**src/tqp_pkg.sv**
```systemverilog
// Shared types, constants and the quarter-step decode table for the quadrature position block.
`default_nettype none
package tqp_pkg;

   localparam int unsigned LimitWidth = 7;
   localparam int unsigned PosWidth = 8;
   localparam logic [LimitWidth-1:0] LimitReset = 7'd100;
   localparam logic signed [2:0] StepFull = 3'sd2;

   typedef logic signed [1:0] step_type;

   typedef struct packed {
      logic signed [PosWidth-1:0] x_position;
      logic signed [PosWidth-1:0] y_position;
   } tqp_result_type;

   function automatic step_type tqp_quarter_step(input logic [3:0] idx);
      step_type step;
      case (idx)
         4'h1, 4'h7, 4'h8, 4'hE: step = -2'sd1;
         4'h2, 4'h4, 4'hB, 4'hD: step = 2'sd1;
         default: step = 2'sd0;
      endcase
      return step;
   endfunction

endpackage
`default_nettype wire

```
**src/two_axis_quadrature_position.sv**
```systemverilog
// Two-axis x4 quadrature position decoder, top level.
//
// Input channel req_*: one transaction carries the sampled A and B levels of
// the X and Y encoders. Each axis lane decodes the previous and present phase
// into a quarter-step, accumulates two quarter-steps into one count, and clamps
// the position to +/- the limit register.
// Result channel rsp_*: one transaction per input with both positions, two's
// complement. A result is registered in the output register, or in the skid
// stage when the output stalls. Throughput is one transaction per cycle; both
// lanes update in the accepting cycle, and the output register plus a one-entry
// skid stage let a new input enter while a result waits. req_ready drops only
// when both are full, i.e. after the receiver has stalled for two results.
// csr_write_enable/csr_write_data write the 7-bit position limit; write it only
// while no transaction is in flight.
// Reset clears phases, sub-counts and positions to zero, sets the limit to 100
// and empties the output stages.
`default_nettype none
module two_axis_quadrature_position
   import tqp_pkg::*;
(
   input  wire logic                   clock,
   input  wire logic                   reset,
   input  wire logic                   req_valid,
   output logic                        req_ready,
   input  wire logic                   req_x_phase_a,
   input  wire logic                   req_x_phase_b,
   input  wire logic                   req_y_phase_a,
   input  wire logic                   req_y_phase_b,
   output logic                        rsp_valid,
   input  wire logic                   rsp_ready,
   output logic signed [PosWidth-1:0]  rsp_x_position,
   output logic signed [PosWidth-1:0]  rsp_y_position,
   input  wire logic                   csr_write_enable,
   input  wire logic [LimitWidth-1:0]  csr_write_data
);

   logic [LimitWidth-1:0]      limit_ff;
   logic                       accept;
   logic signed [PosWidth-1:0] x_lane_position;
   logic signed [PosWidth-1:0] y_lane_position;
   tqp_result_type             lane_result;
   tqp_result_type             out_result;

   assign accept = req_valid & req_ready;
   assign lane_result = {x_lane_position, y_lane_position};

   always_ff @(posedge clock) begin
      if (reset) begin
         limit_ff <= LimitReset;
      end else if (csr_write_enable) begin
         limit_ff <= csr_write_data;
      end
   end

   tqp_axis u_x_axis (
      .clock    (clock),
      .reset    (reset),
      .advance  (accept),
      .phase_a  (req_x_phase_a),
      .phase_b  (req_x_phase_b),
      .limit    (limit_ff),
      .position (x_lane_position)
   );

   tqp_axis u_y_axis (
      .clock    (clock),
      .reset    (reset),
      .advance  (accept),
      .phase_a  (req_y_phase_a),
      .phase_b  (req_y_phase_b),
      .limit    (limit_ff),
      .position (y_lane_position)
   );

   tqp_out u_out (
      .clock      (clock),
      .reset      (reset),
      .push       (accept),
      .push_data  (lane_result),
      .push_ready (req_ready),
      .out_valid  (rsp_valid),
      .out_ready  (rsp_ready),
      .out_data   (out_result)
   );

   assign rsp_x_position = out_result.x_position;
   assign rsp_y_position = out_result.y_position;

endmodule
`default_nettype wire

```
**src/tqp_axis.sv**
```systemverilog
// One axis lane: phase decode, sub-count and saturating position counter.
`default_nettype none
module tqp_axis
   import tqp_pkg::*;
(
   input  wire logic                         clock,
   input  wire logic                         reset,
   input  wire logic                         advance,
   input  wire logic                         phase_a,
   input  wire logic                         phase_b,
   input  wire logic [LimitWidth-1:0]        limit,
   output logic signed [PosWidth-1:0]        position
);

   logic [1:0]                 last_ff, last_in;
   logic signed [1:0]          sub_ff, sub_in;
   logic signed [PosWidth-1:0] count_ff, count_in;

   logic [1:0]                 now_phase;
   step_type                   step;
   logic signed [2:0]          sub_sum;
   logic signed [2:0]          sub_adj;
   logic signed [PosWidth:0]   delta;
   logic signed [PosWidth:0]   pos_sum;
   logic signed [PosWidth:0]   lim_pos;
   logic signed [PosWidth:0]   lim_neg;
   logic signed [PosWidth:0]   pos_clamp;

   always_comb begin
      now_phase = {phase_a, phase_b};
      step      = tqp_quarter_step({last_ff, now_phase});
      sub_sum   = {sub_ff[1], sub_ff} + {step[1], step};
      if (sub_sum >= StepFull) begin
         sub_adj = sub_sum - StepFull;
         delta   = 9'sd1;
      end else if (sub_sum <= -StepFull) begin
         sub_adj = sub_sum + StepFull;
         delta   = -9'sd1;
      end else begin
         sub_adj = sub_sum;
         delta   = 9'sd0;
      end
      pos_sum = {count_ff[PosWidth-1], count_ff} + delta;
      lim_pos = signed'({{(PosWidth+1-LimitWidth){1'b0}}, limit});
      lim_neg = -lim_pos;
      if (pos_sum > lim_pos) begin
         pos_clamp = lim_pos;
      end else if (pos_sum < lim_neg) begin
         pos_clamp = lim_neg;
      end else begin
         pos_clamp = pos_sum;
      end
      last_in  = now_phase;
      sub_in   = sub_adj[1:0];
      count_in = pos_clamp[PosWidth-1:0];
   end

   assign position = count_in;

   always_ff @(posedge clock) begin
      if (reset) begin
         last_ff  <= '0;
         sub_ff   <= '0;
         count_ff <= '0;
      end else if (advance) begin
         last_ff  <= last_in;
         sub_ff   <= sub_in;
         count_ff <= count_in;
      end
   end

   a_sub_range: assert property (@(posedge clock) disable iff (reset)
      sub_ff != 2'b10)
      else $error("sub-count reached a full step without carry");

   a_hold_idle: assert property (@(posedge clock) disable iff (reset)
      !advance |=> $stable(count_ff) && $stable(last_ff))
      else $error("lane state moved without a transaction");

   a_count_sym: assert property (@(posedge clock) disable iff (reset)
      count_ff != 8'sh80)
      else $error("position reached the most negative code");

endmodule
`default_nettype wire

```
**src/tqp_out.sv**
```systemverilog
// Result merge and output register with skid stage.
`default_nettype none
module tqp_out
   import tqp_pkg::*;
(
   input  wire logic            clock,
   input  wire logic            reset,
   input  wire logic            push,
   input  wire tqp_result_type  push_data,
   output logic                 push_ready,
   output logic                 out_valid,
   input  wire logic            out_ready,
   output tqp_result_type       out_data
);

   logic           out_valid_ff, out_valid_in;
   logic           skid_valid_ff, skid_valid_in;
   tqp_result_type out_data_ff, out_data_in;
   tqp_result_type skid_data_ff, skid_data_in;
   logic           pop;

   assign pop        = out_valid_ff & out_ready;
   assign push_ready = !skid_valid_ff;
   assign out_valid  = out_valid_ff;
   assign out_data   = out_data_ff;

   always_comb begin
      out_valid_in  = out_valid_ff;
      skid_valid_in = skid_valid_ff;
      out_data_in   = out_data_ff;
      skid_data_in  = skid_data_ff;
      if (!out_valid_ff || pop) begin
         if (skid_valid_ff) begin
            out_valid_in  = 1'b1;
            out_data_in   = skid_data_ff;
            skid_valid_in = push;
            skid_data_in  = push_data;
         end else begin
            out_valid_in = push;
            out_data_in  = push_data;
         end
      end else if (push) begin
         skid_valid_in = 1'b1;
         skid_data_in  = push_data;
      end
   end

   always_ff @(posedge clock) begin
      if (reset) begin
         out_valid_ff  <= 1'b0;
         skid_valid_ff <= 1'b0;
      end else begin
         out_valid_ff  <= out_valid_in;
         skid_valid_ff <= skid_valid_in;
      end
      out_data_ff  <= out_data_in;
      skid_data_ff <= skid_data_in;
   end

   a_skid_behind_out: assert property (@(posedge clock) disable iff (reset)
      skid_valid_ff |-> out_valid_ff)
      else $error("skid entry held with empty output register");

   a_stall_fills_skid: assert property (@(posedge clock) disable iff (reset)
      (push && out_valid_ff && !out_ready) |=> skid_valid_ff)
      else $error("transaction lost while output stalled");

   a_stall_holds: assert property (@(posedge clock) disable iff (reset)
      (out_valid_ff && !out_ready) |=> out_valid_ff && $stable(out_data_ff))
      else $error("stalled result changed");

endmodule
`default_nettype wire

```
**config.mk**
```make
export PLATFORM = sky130hd
export DESIGN_NAME = two_axis_quadrature_position
export DESIGN_NICKNAME = d
export VERILOG_FILES = /design/src/tqp_pkg.sv /design/src/two_axis_quadrature_position.sv /design/src/tqp_axis.sv /design/src/tqp_out.sv
export SDC_FILE = /design/constraint.sdc
export NUM_CORES = 1
export LEC_CHECK = 0
export ABC_AREA = 1
export BUFFER_PORTS_ARGS = -buffer_cell sky130_fd_sc_hd__buf_2
export CORE_UTILIZATION = 60
export DETAILED_ROUTE_END_ITERATION = 8
export PLACE_DENSITY = 0.79
export SETUP_SLACK_MARGIN = 0.3
export SLEW_MARGIN = 20
export SYNTH_ARGS = -nofsm -noshare
export SYNTH_HDL_FRONTEND = slang
export SYNTH_SLANG_ARGS = --single-unit
```
**constraint.sdc**
```tcl
create_clock -name clock -period 12.7 [get_ports clock]
set_input_delay 2.54 -clock clock [delete_from_list [all_inputs] [get_ports clock]]
set_output_delay 2.54 -clock clock [all_outputs]
set_load 0.02 [all_outputs]
```
Word-level counts from Yosys, hierarchy flattened:

Memory sizes are Yosys's and may differ from the RTL's.
Cells that the tools add are included.

* add/subtract/negate cells: 9
* magnitude comparators: 8
* equality and inequality tests: 1
* muxes and demuxes: 20
* bitwise logic cells: 2
* reduce and logical (&&, ||, !) cells: 5

Operators by type and width (number)
* $mux 16: 4
* $mux 9: 4
* $mux 8: 4
* $add 9x9->9: 2
* $gt 9x8->1: 2
* $lt 9x9->1: 2
* $neg 7->9: 1
* $mux 2: 4
* $add 2x2->3: 2
* $ge 3x3->1 const B: 2
* $le 3x2->1 const B: 2
* $add 2x2->2 const B: 2
* $mux 1: 4
* $sub 2x2->2 const B: 2
* $and 1x1->1: 2
* $logic_not 1->1: 2
* $ne 2x1->1 const B: 1
* $reduce_and 2->1: 1
* $reduce_bool 2->1: 1
* $logic_or 1x1->1: 1

* flip-flop bits (word level): 65
* ROM bits: 64
* bits of input ports: 16
* output and inout bits: 18
* logic and storage cells: 60
* memories: 2

Memories
* (no name shown): words 16, width 2, rd ports 1, clocked after memory_dff 0, wr ports 0, RTL line tqp_pkg.sv:19 `case (idx)`
* (no name shown): words 16, width 2, rd ports 1, clocked after memory_dff 0, wr ports 0, RTL line tqp_pkg.sv:19

Depth between registers and ports, before layout:

Gate-level depths: netlist of run 1.
An unclocked memory read counts as a cell.

* depth in word-level cells: 11
* depth in mapped cells: 39
* gate-level depth less buffers: 38

Hierarchy:

From an unflattened synthesis of run 1, not the netlist that was laid out.

* cell total of the unflattened synthesis: 728
* area, all modules: 5550.3 µm²

By module, submodules not included
* tqp_axis: instances 2, cells each 294, area an instance 1981.9 µm², sequential area each 240.2 µm²
* tqp_out: instances 1, cells each 99, area an instance 1300.0 µm², sequential area each 1001.0 µm²
* two_axis_quadrature_position: instances 1, cells each 41, area an instance 286.5 µm², sequential area each 140.1 µm²

Least setup slack after synthesis of run 1:

No wires, ideal clock.

* path type: input to register
* start: input port req_y_phase_a
* end: register u_out.out_data_ff (netlist bit u_out.out_data[3]) (data pin)
* setup time: 0.252 ns
* arrival time: 6.829 ns
* slack: 5.619 ns
* stages: 34
* cells stage by stage: inv_1 > ha_1 > xnor2_1 > xor2_1 > inv_1 > ha_1 > inv_1 > fa_1 > inv_1 > nand2_4 > nand2_4 > buf_6 > o21ai_0 > ha_1 > ha_1 > inv_1 > nand2_1 > nand4_1 > nand2_1 > nand2_1 > nand3_1 > nand2_4 > inv_1 > ha_1 > a21oi_1 > o21a_1 > nand4_1 > nand2_1 > clkbuf_1 > o21ai_0 > nand2_2 > nand2_2 > nand2_1 > nand2_1

RTL lines
* start, declared: RTL line two_axis_quadrature_position.sv:27 `input wire logic req_y_phase_a,`
* end signal, assigned: RTL line tqp_out.sv:56 `out_data_ff <= out_data_in;`
* end, declared: RTL line tqp_out.sv:18 `tqp_result_type out_data_ff, out_data_in;`

==> results of run 1 <==
==> power by group through the flow <==
| stage | Clock, mW | Combinational (mW) | Sequential, mW |
|---|---|---|---|
| 6_report | 0.180 | 0.900 | 0.341 |
| 3_5_place_dp | 0 | 0.888 | 0.344 |
| 2_1_floorplan | 0 | 0.676 | 0.373 |
| 5_1_grt | 0.191 | 1.02 | 0.348 |
| 3_3_place_gp | 0 | 0.858 | 0.343 |
| 4_1_cts | 0.182 | 0.893 | 0.341 |
==> cell usage after synthesis (all sizes together) <==
library cell,number,area (µm²)
nand2,228,1156
inv,99,371.6
nand3,64,360.3
ha,46,575.6
a21oi,43,219.0
o21ai,41,209.0
dfxtp,33,660.6
edfxtp,32,960.9
nor2,30,122.6
nand4,10,62.56
clkbuf,8,40.04
or2,8,50.05
buf,7,65.06
xor2,7,61.31
a41o,6,63.81
fa,4,80.08
xnor2,3,26.28
a32oi,2,17.52
nor3,2,10.01
o211ai,2,15.01
o21a,2,15.01
o21bai,2,26.28
a21boi,1,11.26
a31oi,1,6.260
dlygate4sd3,1,10.01
o41ai,1,8.760
==> worst max-delay path: cells and delay by family <==
kind / cells / cell delay [ns]
xor gates and xnor gates: 2 / 0.36
and+or+nand+nor: 16 / 1.82
adders and majority gates: 6 / 1.68
buffers and inverters: 8 / 0.77
AOI/OAI and AO/OA: 3 / 0.41
==> logic make-up after synthesis <==
group                      Yosys count
and+or+nand+nor                    342
buffers and inverters              115
AOI/OAI and AO/OA                  101
DFF                                 65
adders and majority gates           50
xor gates and xnor gates            10
==> layout by cell type, fill, tap and decap left out, types with 7 or more instances in the layout <==
master,netlist,final
a21oi_1,42,42
buf_2,3,33
clkbuf_8,1,9
dfxtp_1,33,33
edfxtp_1,32,32
ha_1,46,46
inv_1,95,95
nand2_1,168,168
nand2_2,37,37
nand2_4,19,19
nand3_1,59,59
nand4_1,10,10
nor2_1,28,28
o21ai_0,37,36
or2_2,8,8
xor2_1,7,7
==> flip-flops by register name (all words and copies together), names as in the netlist <==
signal	count
u_x_axis.count_ff	8
u_out.out_valid	1
u_out.skid_valid_ff	1
u_x_axis.last_ff	2
u_y_axis.last_ff	2
u_out.out_data	16
limit_ff	7
u_x_axis.sub_ff	2
u_out.skid_data_ff	16
u_y_axis.sub_ff	2
u_y_axis.count_ff	8
==> final timing paths <==
| check | cells past startpoint | from | slack [ns] | endpoint |
|---|---|---|---|---|
| worst max-delay path | 35 | req_y_phase_a | 5.23 | u_out.out_data[6]$_DFFE_PN_ |
| worst min-delay path | 2 | u_x_axis.sub_ff[1]$_SDFFE_PP0P_ | 0.51 | u_x_axis.sub_ff[1]$_SDFFE_PP0P_ |
| worst max register to register | 29 | u_y_axis.last_ff[0]$_SDFFE_PP0P_ | 7.47 | u_out.out_data[6]$_DFFE_PN_ |
| worst min register to register | 2 | u_x_axis.sub_ff[1]$_SDFFE_PP0P_ | 0.51 | u_x_axis.sub_ff[1]$_SDFFE_PP0P_ |
==> final cells by class <==
class                      instances  area share (%)
clock buffer                      10           2.283
clock inverter                     6           1.231
inverter                          99           6.647
multi-input combinational        503           55.39
sequential                        65           29.01
tap                              105           2.350
timing repair buffer              34           3.089
==> routing by layer <==
layer	share of wire, %	global-route usage, %	wire length (µm)	vias up
met3	6.2	3.668	750	16
met4	1.5	8.712	187	0
met5	0	0	0	-
li1	-	-	-	2300
met2	45	46.25	5440	155
met1	47	40.93	5699	2024
==> metrics by stage <==
stage               std cells  util (%)  hold slack [ns]
global route              822     67.36           0.5392
finish                    822     67.36           0.5071
CTS                       822     67.36           0.5089
detailed placement        806     64.99           0.4969
global placement          806     64.99           0.4725
floorplan                 683         -           0.4619
==> impl_metrics.tcl, run 1 <==
set metrics [dict create \
    worstMarginPinSlew_ns 1.039 \
    switching_share_pct 50.67 \
    gp_congestion 0.9434 \
    firstDrtPassIters 5 \
    syn_inst 683 \
    drt-initial-drc-count 376 \
    final.min_clock_period_ns 7.473 \
    syn2layout_area_growth_pct 7.404 \
    mappedNetlistArea_mm2 0.005205 \
    p_leak_nw 2.855 \
    setup_ws_ns 5.227 \
    antenna_found_initial 0 \
    hold_buffers 0 \
    timing.slew.headroom_pct 30.59 \
    cts.sinks 65 \
    clk_path_buf_depth 2 \
    critPathLaunchType "input pin" \
    synthDistinctLibCells 43 \
    dpl_worst_slack_ns 4.909 \
    syn_nets 749 \
    clock_power_share_pct 12.7 \
    end_kind "flip-flop" \
    seq_area_mm2 0.001622 \
    power.density_mw_per_mm2 254.3 \
    cp.arrival_ns 7.56 \
    setup_viol 0 \
    slew_viol_final 0 \
    die_w_um 95.14 \
    drive_gt1_share_pct 18.83 \
    cts_tree "yes" \
    min_path_type "flip-flop to flip-flop" \
    totalWireLength_um 12080 \
    cp_slowest_cell "fa_1" \
    grt_use_total_pct 29.05 \
    routed_via_density 5.468 \
    ys_seq_area_share_pct 31.15 \
    crit_path_max_fanout 13 \
    worstSetupPathType "input pin to flip-flop" \
    yosys_warnings 0 \
    post_drt_wl_per_cell_um 14.69 \
    design_area_mm2 0.005590 \
    synth_compound_area_share_pct 11.37 \
    drv_cap 0 \
    cts_resized 0 \
    via_count 4495 \
    p_comb_share_pct 63.3 \
    synth_fa_ha_area_share_pct 12.60 \
    p_int_mw 0.7012 \
    synth_top_family_by_area "simple AND/OR/NAND/NOR gates" \
    yosys-mux-area-fraction_pct 0 \
    multi_input_area_mm2 0.003097 \
    ys_seq_elements 65 \
    p_seq_share_pct 24.0 \
    layout.nets 778 \
    ant_nets 0 \
    grt_pass1_wl_um 20120 \
    place_area_mm2 0.005394 \
    cts_root_buffer "clkbuf_8" \
    overflow 0 \
    synthSimpleGateAreaFrac_pct 33.85 \
    grt_max_degree 26 \
    coreArea_mm2 0.008299 \
    period_share_pct 58.84 \
    initial_core_util_pct 62.72 \
    synth_xor_area_share_pct 1.683 \
    cp.required_ns 12.79 \
    power.total_mw 1.421 \
    setup-tns-final_ns 0 \
    htree_levels 3 \
    p_switching_mw 0.7203 \
    slowest_delay_ns 0.46 \
    fill_cells 708 \
    hpwl_um 9334 \
    clock_latency_ns 0.35 \
    rsz0062_at_grt "false" \
    fmax_ghz 0.1338 \
    cts_inserted_buffers 9 \
    port_buffers 33 \
    fp.dieH_um 95.14 \
    drc 0 \
    post-cts-setup-buffers 0 \
    skew_ns 0.01185 \
    insertedDiodeCount 0 \
    finalHoldViolCount 0 \
    clk_pin_slew_ns 0.07 \
    grt_pass1_vias 4182 \
    placementRows 33 \
    syn_avg_cell_area_um2 7.621 \
    die_area_mm2 0.009052 \
    pin_count 34 \
    ir_drop_mv 0.09412 \
    status "completed" \
]
Note: power is estimated with default switching activity, not from simulation.
==> run 2: changes to the inputs <==
CORE_UTILIZATION = 56   (was 60)
PLACE_DENSITY = 0.77   (was 0.79)
clock period = 6.58 ns   (was 12.7 ns; I/O delays follow)
==> run 2 against run 1 <==
Compared with the run above: the flow now finishes with violations (design-rule violations); clock skew is 0.010 ns higher; critical endpoint is now u_out.out_data[9]$_DFFE_PN_; routed wire length is 1.2% lower; combinational power is 98% higher; critical path type unchanged; non-clock buffer count is 6 higher.
==> impl_metrics.tcl, run 2 (synthesized netlist as in run 1, its figures left out) <==
set metrics [dict create \
    worstSetupPathType "input pin to flip-flop" \
    finalHoldViolCount 0 \
    setup-tns-final_ns 0 \
    hpwl_um 9062 \
    final_common_cell "nand2_1" \
    p_switching_mw 1.396 \
    fill_cells 770 \
    period_share_pct 89.20 \
    port_buffers 33 \
    fmax_ghz 0.1704 \
    reg2reg_setup_slack_ns 1.70 \
    setup_viol 0 \
    critPathLaunchType "input pin" \
    cp.required_ns 6.69 \
    r2r-end "u_out.out_data[9]$_DFFE_PN_" \
    gp_congestion 0.9301 \
    drv_cap 0 \
    fp.dieH_um 98.41 \
    dpl_worst_slack_ns 0.1743 \
    placementRows 34 \
    grt_pass1_wl_um 19890 \
    grt_max_degree 26 \
    via_count 4521 \
    min_path_type "flip-flop to flip-flop" \
    die_w_um 98.41 \
    slowest_delay_ns 0.47 \
    initial_core_util_pct 58.82 \
    firstDrtPassIters 9 \
    clk_path_buf_depth 2 \
    antenna_found_initial 0 \
    p_leak_nw 2.918 \
    overflow 0 \
    cp_slowest_cell "fa_1" \
    setup.worst_path.start "req_x_phase_a" \
    clock_latency_ns 0.36 \
    coreArea_mm2 0.008848 \
    post_drt_wl_per_cell_um 14.36 \
    clock_power_share_pct 14.7 \
    totalWireLength_um 11930 \
    violations "design-rule violations" \
    ir_drop_mv 0.1975 \
    rsz0062_at_grt "false" \
    grt_use_total_pct 25.85 \
    p_int_mw 1.456 \
    drt-initial-drc-count 327 \
    crit_path_max_fanout 11 \
    grt_pass1_vias 4336 \
    die_area_mm2 0.009685 \
    layout.nets 784 \
    timing.slew.headroom_pct 30.14 \
    mostFrequentLayoutCells "nand2_1, inv_1, nand3_1" \
    cts_root_buffer "clkbuf_8" \
    syn2layout_area_growth_pct 9.543 \
    drc 1 \
    drive_gt1_share_pct 19.92 \
    switching_share_pct 48.96 \
    r2r-start "u_x_axis.last_ff[0]$_SDFFE_PP0P_" \
    routed_via_density 5.440 \
    slew_viol_final 0 \
    r2r_cells 31 \
    ant_nets 0 \
    endpoint "u_out.out_data[9]$_DFFE_PN_" \
    cts_inserted_buffers 9 \
    path_common_cell "nand2_1" \
    final.min_clock_period_ns 5.869 \
    status "finished, violations left" \
    skew_ns 0.02189 \
    p_comb_share_pct 62.4 \
    cts_tree "yes" \
    clk_pin_slew_ns 0.09 \
    htree_levels 3 \
    pin_count 34 \
    p_seq_share_pct 22.9 \
    hold_buffers 0 \
    power.density_mw_per_mm2 500.1 \
    end_kind "flip-flop" \
    insertedDiodeCount 0 \
    setup_ws_ns 0.7105 \
    cp.arrival_ns 5.98 \
    worstMarginPinSlew_ns 1.045 \
    cts.sinks 65 \
    min_path_cells 2 \
]
## run 2: worst min-delay path by stage
stage / from / to / slack [ns]
after floorplan: u_y_axis.sub_ff[0]$_SDFFE_PP0P_ / u_y_axis.sub_ff[0]$_SDFFE_PP0P_ / 0.46
final: u_y_axis.sub_ff[0]$_SDFFE_PP0P_ / u_y_axis.sub_ff[0]$_SDFFE_PP0P_ / 0.51
after CTS: u_y_axis.sub_ff[0]$_SDFFE_PP0P_ / u_y_axis.sub_ff[0]$_SDFFE_PP0P_ / 0.51
after global placement: u_y_axis.sub_ff[0]$_SDFFE_PP0P_ / u_y_axis.sub_ff[0]$_SDFFE_PP0P_ / 0.48
after detailed placement: u_y_axis.sub_ff[0]$_SDFFE_PP0P_ / u_y_axis.sub_ff[0]$_SDFFE_PP0P_ / 0.49
after global routing: u_y_axis.last_ff[1]$_SDFFE_PP0P_ / u_y_axis.last_ff[1]$_SDFFE_PP0P_ / 0.54
## run 2: worst max-delay path, delay by kind of cell
| family | cells | cell delay [ns] |
|---|---|---|
| compound gates | 1 | 0.08 |
| simple gates | 19 | 1.74 |
| buf+inv | 9 | 0.86 |
| fa+ha+maj | 5 | 1.45 |
| xor+xnor | 3 | 0.52 |
## run 2: through the flow
| step | power (mW) | instance area, µm² | cells | hold WS, ns | utilization, % |
|---|---|---|---|---|---|
| floorplan | 2.025 | 5205 | 683 | 0.4619 | - |
| global placement | 2.317 | 5413 | 811 | 0.4773 | 61.17 |
| detailed placement | 2.366 | 5413 | 811 | 0.4938 | 61.17 |
| CTS | 2.788 | 5650 | 827 | 0.5110 | 63.86 |
| global route | 3.096 | 5702 | 831 | 0.5399 | 64.44 |
| finish | 2.851 | 5702 | 831 | 0.5102 | 64.44 |
## run 2: final cells by class
class | instances | area [µm²] | share of cell area [%]
flip-flops and latches | 65 | 1622 | 28.44
clock buffers | 11 | 152.6 | 2.677
well taps | 108 | 135.1 | 2.370
repair buffers | 40 | 221.5 | 3.884
inverters | 99 | 371.6 | 6.517
clock inverters | 5 | 85.08 | 1.492
multi-input cells | 503 | 3114 | 54.62
## run 2: routing by layer
metal	global-route usage (%)	part of all wire (%)	routed length [µm]	vias to the layer above
met1	34.09	47	5584	2077
met5	0	0	0	-
met4	8.037	1.8	210	0
met3	5.390	5.7	676	23
li1	-	-	-	2292
met2	42.74	46	5458	129
## run 2: timing repair
item                       in CTS  in global routing
setup buffers                   0                  4
gates resized for setup         0                  6
setup endpoints to repair       0                 48
## run 2: power groups by stage
stage / Sequential (mW) / Clock [mW] / Combinational (mW)
finish: 0.654 / 0.418 / 1.78
global route: 0.663 / 0.434 / 2.00
CTS: 0.653 / 0.418 / 1.72
detailed placement: 0.661 / 0 / 1.70
global placement: 0.661 / 0 / 1.66
floorplan: 0.720 / 0 / 1.31
==> run 3: changes to the inputs <==
==> constraint.sdc (replaced) <==
create_clock -name clock -period 6.58 [get_ports clock]
set_input_delay 1.974 -clock clock [delete_from_list [all_inputs] [get_ports clock]]
set_output_delay 1.974 -clock clock [all_outputs]
set_load 0.02 [all_outputs]
==> run 3 against run 2 <==
Compared with the run above: the run still ends with design-rule violations left; routed wire length rose by 9.1%; flip-flop and latch count did not move; clock-buffer cell count fell by 1; die area did not move; first-iteration DRC count rose by 49%; total power rose by 7.1%; via count rose by 6.1%; non-clock buffer count rose by 22; register-to-register slack improved by 0.35 ns; critical path type unchanged; highest routed layer unchanged.
==> impl_metrics.tcl, run 3 (synthesized netlist as in run 1, its figures left out) <==
set metrics [dict create \
    fill_cells 736 \
    setup_viol 0 \
    clk_path_buf_depth 2 \
    p_leak_nw 3.029 \
    cp.arrival_ns 6.17 \
    critPathLaunchType "input pin" \
    grt_pass1_wl_um 20650 \
    cp.required_ns 6.68 \
    path_common_cell "nand2_1" \
    gp_congestion 0.9456 \
    clk_pin_slew_ns 0.09 \
    cts.sinks 65 \
    slowest_delay_ns 0.47 \
    hpwl_um 9248 \
    clock_latency_ns 0.36 \
    mostFrequentLayoutCells "nand2_1, inv_1, nand3_1" \
    pin_count 34 \
    final.min_clock_period_ns 6.069 \
    ant_nets 0 \
    setup-tns-final_ns 0 \
    finalHoldViolCount 0 \
    status "finished, violations left" \
    fp.dieH_um 98.41 \
    period_share_pct 92.23 \
    antenna_found_initial 0 \
    power.density_mw_per_mm2 500.7 \
    totalWireLength_um 13020 \
    final_common_cell "nand2_1" \
    drc 4 \
    cts_tree "yes" \
    drive_gt1_share_pct 30.03 \
    drv_cap 0 \
    die_area_mm2 0.009685 \
    syn2layout_area_growth_pct 17.19 \
    grt_use_total_pct 26.80 \
    r2r-start "u_y_axis.last_ff[0]$_SDFFE_PP0P_" \
    port_buffers 33 \
    layout.nets 807 \
    cp_slowest_cell "fa_2" \
    die_w_um 98.41 \
    cts_root_buffer "clkbuf_8" \
    skew_ns 0.01413 \
    timing.slew.headroom_pct 31.72 \
    hold_buffers 0 \
    final_util_pct 68.93 \
    ir_drop_mv 0.2372 \
    coreArea_mm2 0.008848 \
    overflow 0 \
    post_drt_wl_per_cell_um 15.24 \
    grt_max_degree 26 \
    setup.worst_path.start "req_y_phase_b" \
    routed_via_density 5.617 \
    violations "design-rule violations" \
    end_kind "flip-flop" \
    htree_levels 3 \
    firstDrtPassIters 8 \
    placementRows 34 \
    min_path_type "flip-flop to flip-flop" \
    initial_core_util_pct 58.82 \
    rsz0062_at_grt "true" \
    worstSetupPathType "input pin to flip-flop" \
    via_count 4797 \
    fmax_ghz 0.1648 \
    insertedDiodeCount 0 \
    power.total_mw 3.054 \
    crit_path_max_fanout 6 \
    worstMarginPinSlew_ns 1.022 \
    slew_viol_final 0 \
    drt-initial-drc-count 486 \
    grt_pass1_vias 4392 \
    min_from "u_y_axis.sub_ff[0]$_SDFFE_PP0P_" \
    cts_inserted_buffers 9 \
]
[run 3: cell count changes in the layout (fill, tap and decap cells not counted), moves of 5 or more]
cell     before  now
buf_4         6   27
ha_1         46   35
ha_4          0    7
inv_1        95   85
inv_2         4   11
nand2_1     166  156
nand2_2      37   48
nand3_1      59   52
nand3_2       3   10
o21ai_0      36   27
o21ai_2       1    6
[run 3: timing repair]
item                       in CTS  in global routing
pin swaps                       5                 35
resized for setup               5                 69
buffers inserted                2                 16
setup endpoints to repair      12                 48
gates cloned                    1                  0
[run 3: critical path, delay by kind of cell]
family                     cells  cell delay (ns)
xor gates and xnor gates       2             0.33
AOI/OAI and AO/OA              1             0.05
adders and majority gates      6             1.50
and+or+nand+nor               17             1.47
buffers and inverters          9             0.81
[run 3: power breakdown]
part	total (mW)	leakage [nW]	internal, mW	switching [mW]
registers	0.656	0.594	0.605	0.0512
logic	2.05	2.34	0.753	1.29
clock network	0.353	0.0920	0.173	0.179
[run 3: final timing paths]
path | to | slack, ns | depth (start not counted)
worst max-delay path | u_out.out_data[5]$_DFFE_PN_ | 0.51 | 35
worst min register to register | u_y_axis.sub_ff[0]$_SDFFE_PP0P_ | 0.51 | 2
worst max register to register | u_out.out_data[5]$_DFFE_PN_ | 2.05 | 30
worst min-delay path | u_y_axis.sub_ff[0]$_SDFFE_PP0P_ | 0.51 | 2
[run 3: per-layer routing]
layer  vias up  share of wire, %  track usage (%)
met4         0               1.7            8.152
met1      2248                45            36.68
met3        26               6.5            4.681
li1       2346                 -                -
met2       177                47            43.45
met5         -                 0                0
[run 3: layout make-up]
| class | instances | area (µm²) | share of cell area, % |
|---|---|---|---|
| clock buffer | 10 | 127.6 | 2.092 |
| clock inverter | 6 | 60.06 | 0.9846 |
| inverter | 99 | 379.1 | 6.215 |
| multi-input combinational | 504 | 3373 | 55.30 |
| sequential | 65 | 1622 | 26.58 |
| tap | 108 | 135.1 | 2.215 |
| timing repair buffer | 62 | 402.9 | 6.605 |
[run 3: metrics by stage]
stage               hold WS (ns)  worst slack [ns]  std cells  instance area [µm²]
floorplan                 0.4619            0.3170        683                 5238
global placement          0.4730         -0.007093        819                 5493
detailed placement        0.4879           -0.1649        819                 5493
CTS                       0.5003            0.2942        838                 5727
global route              0.5418            0.2534        854                 6100
finish                    0.5093            0.5111        854                 6100
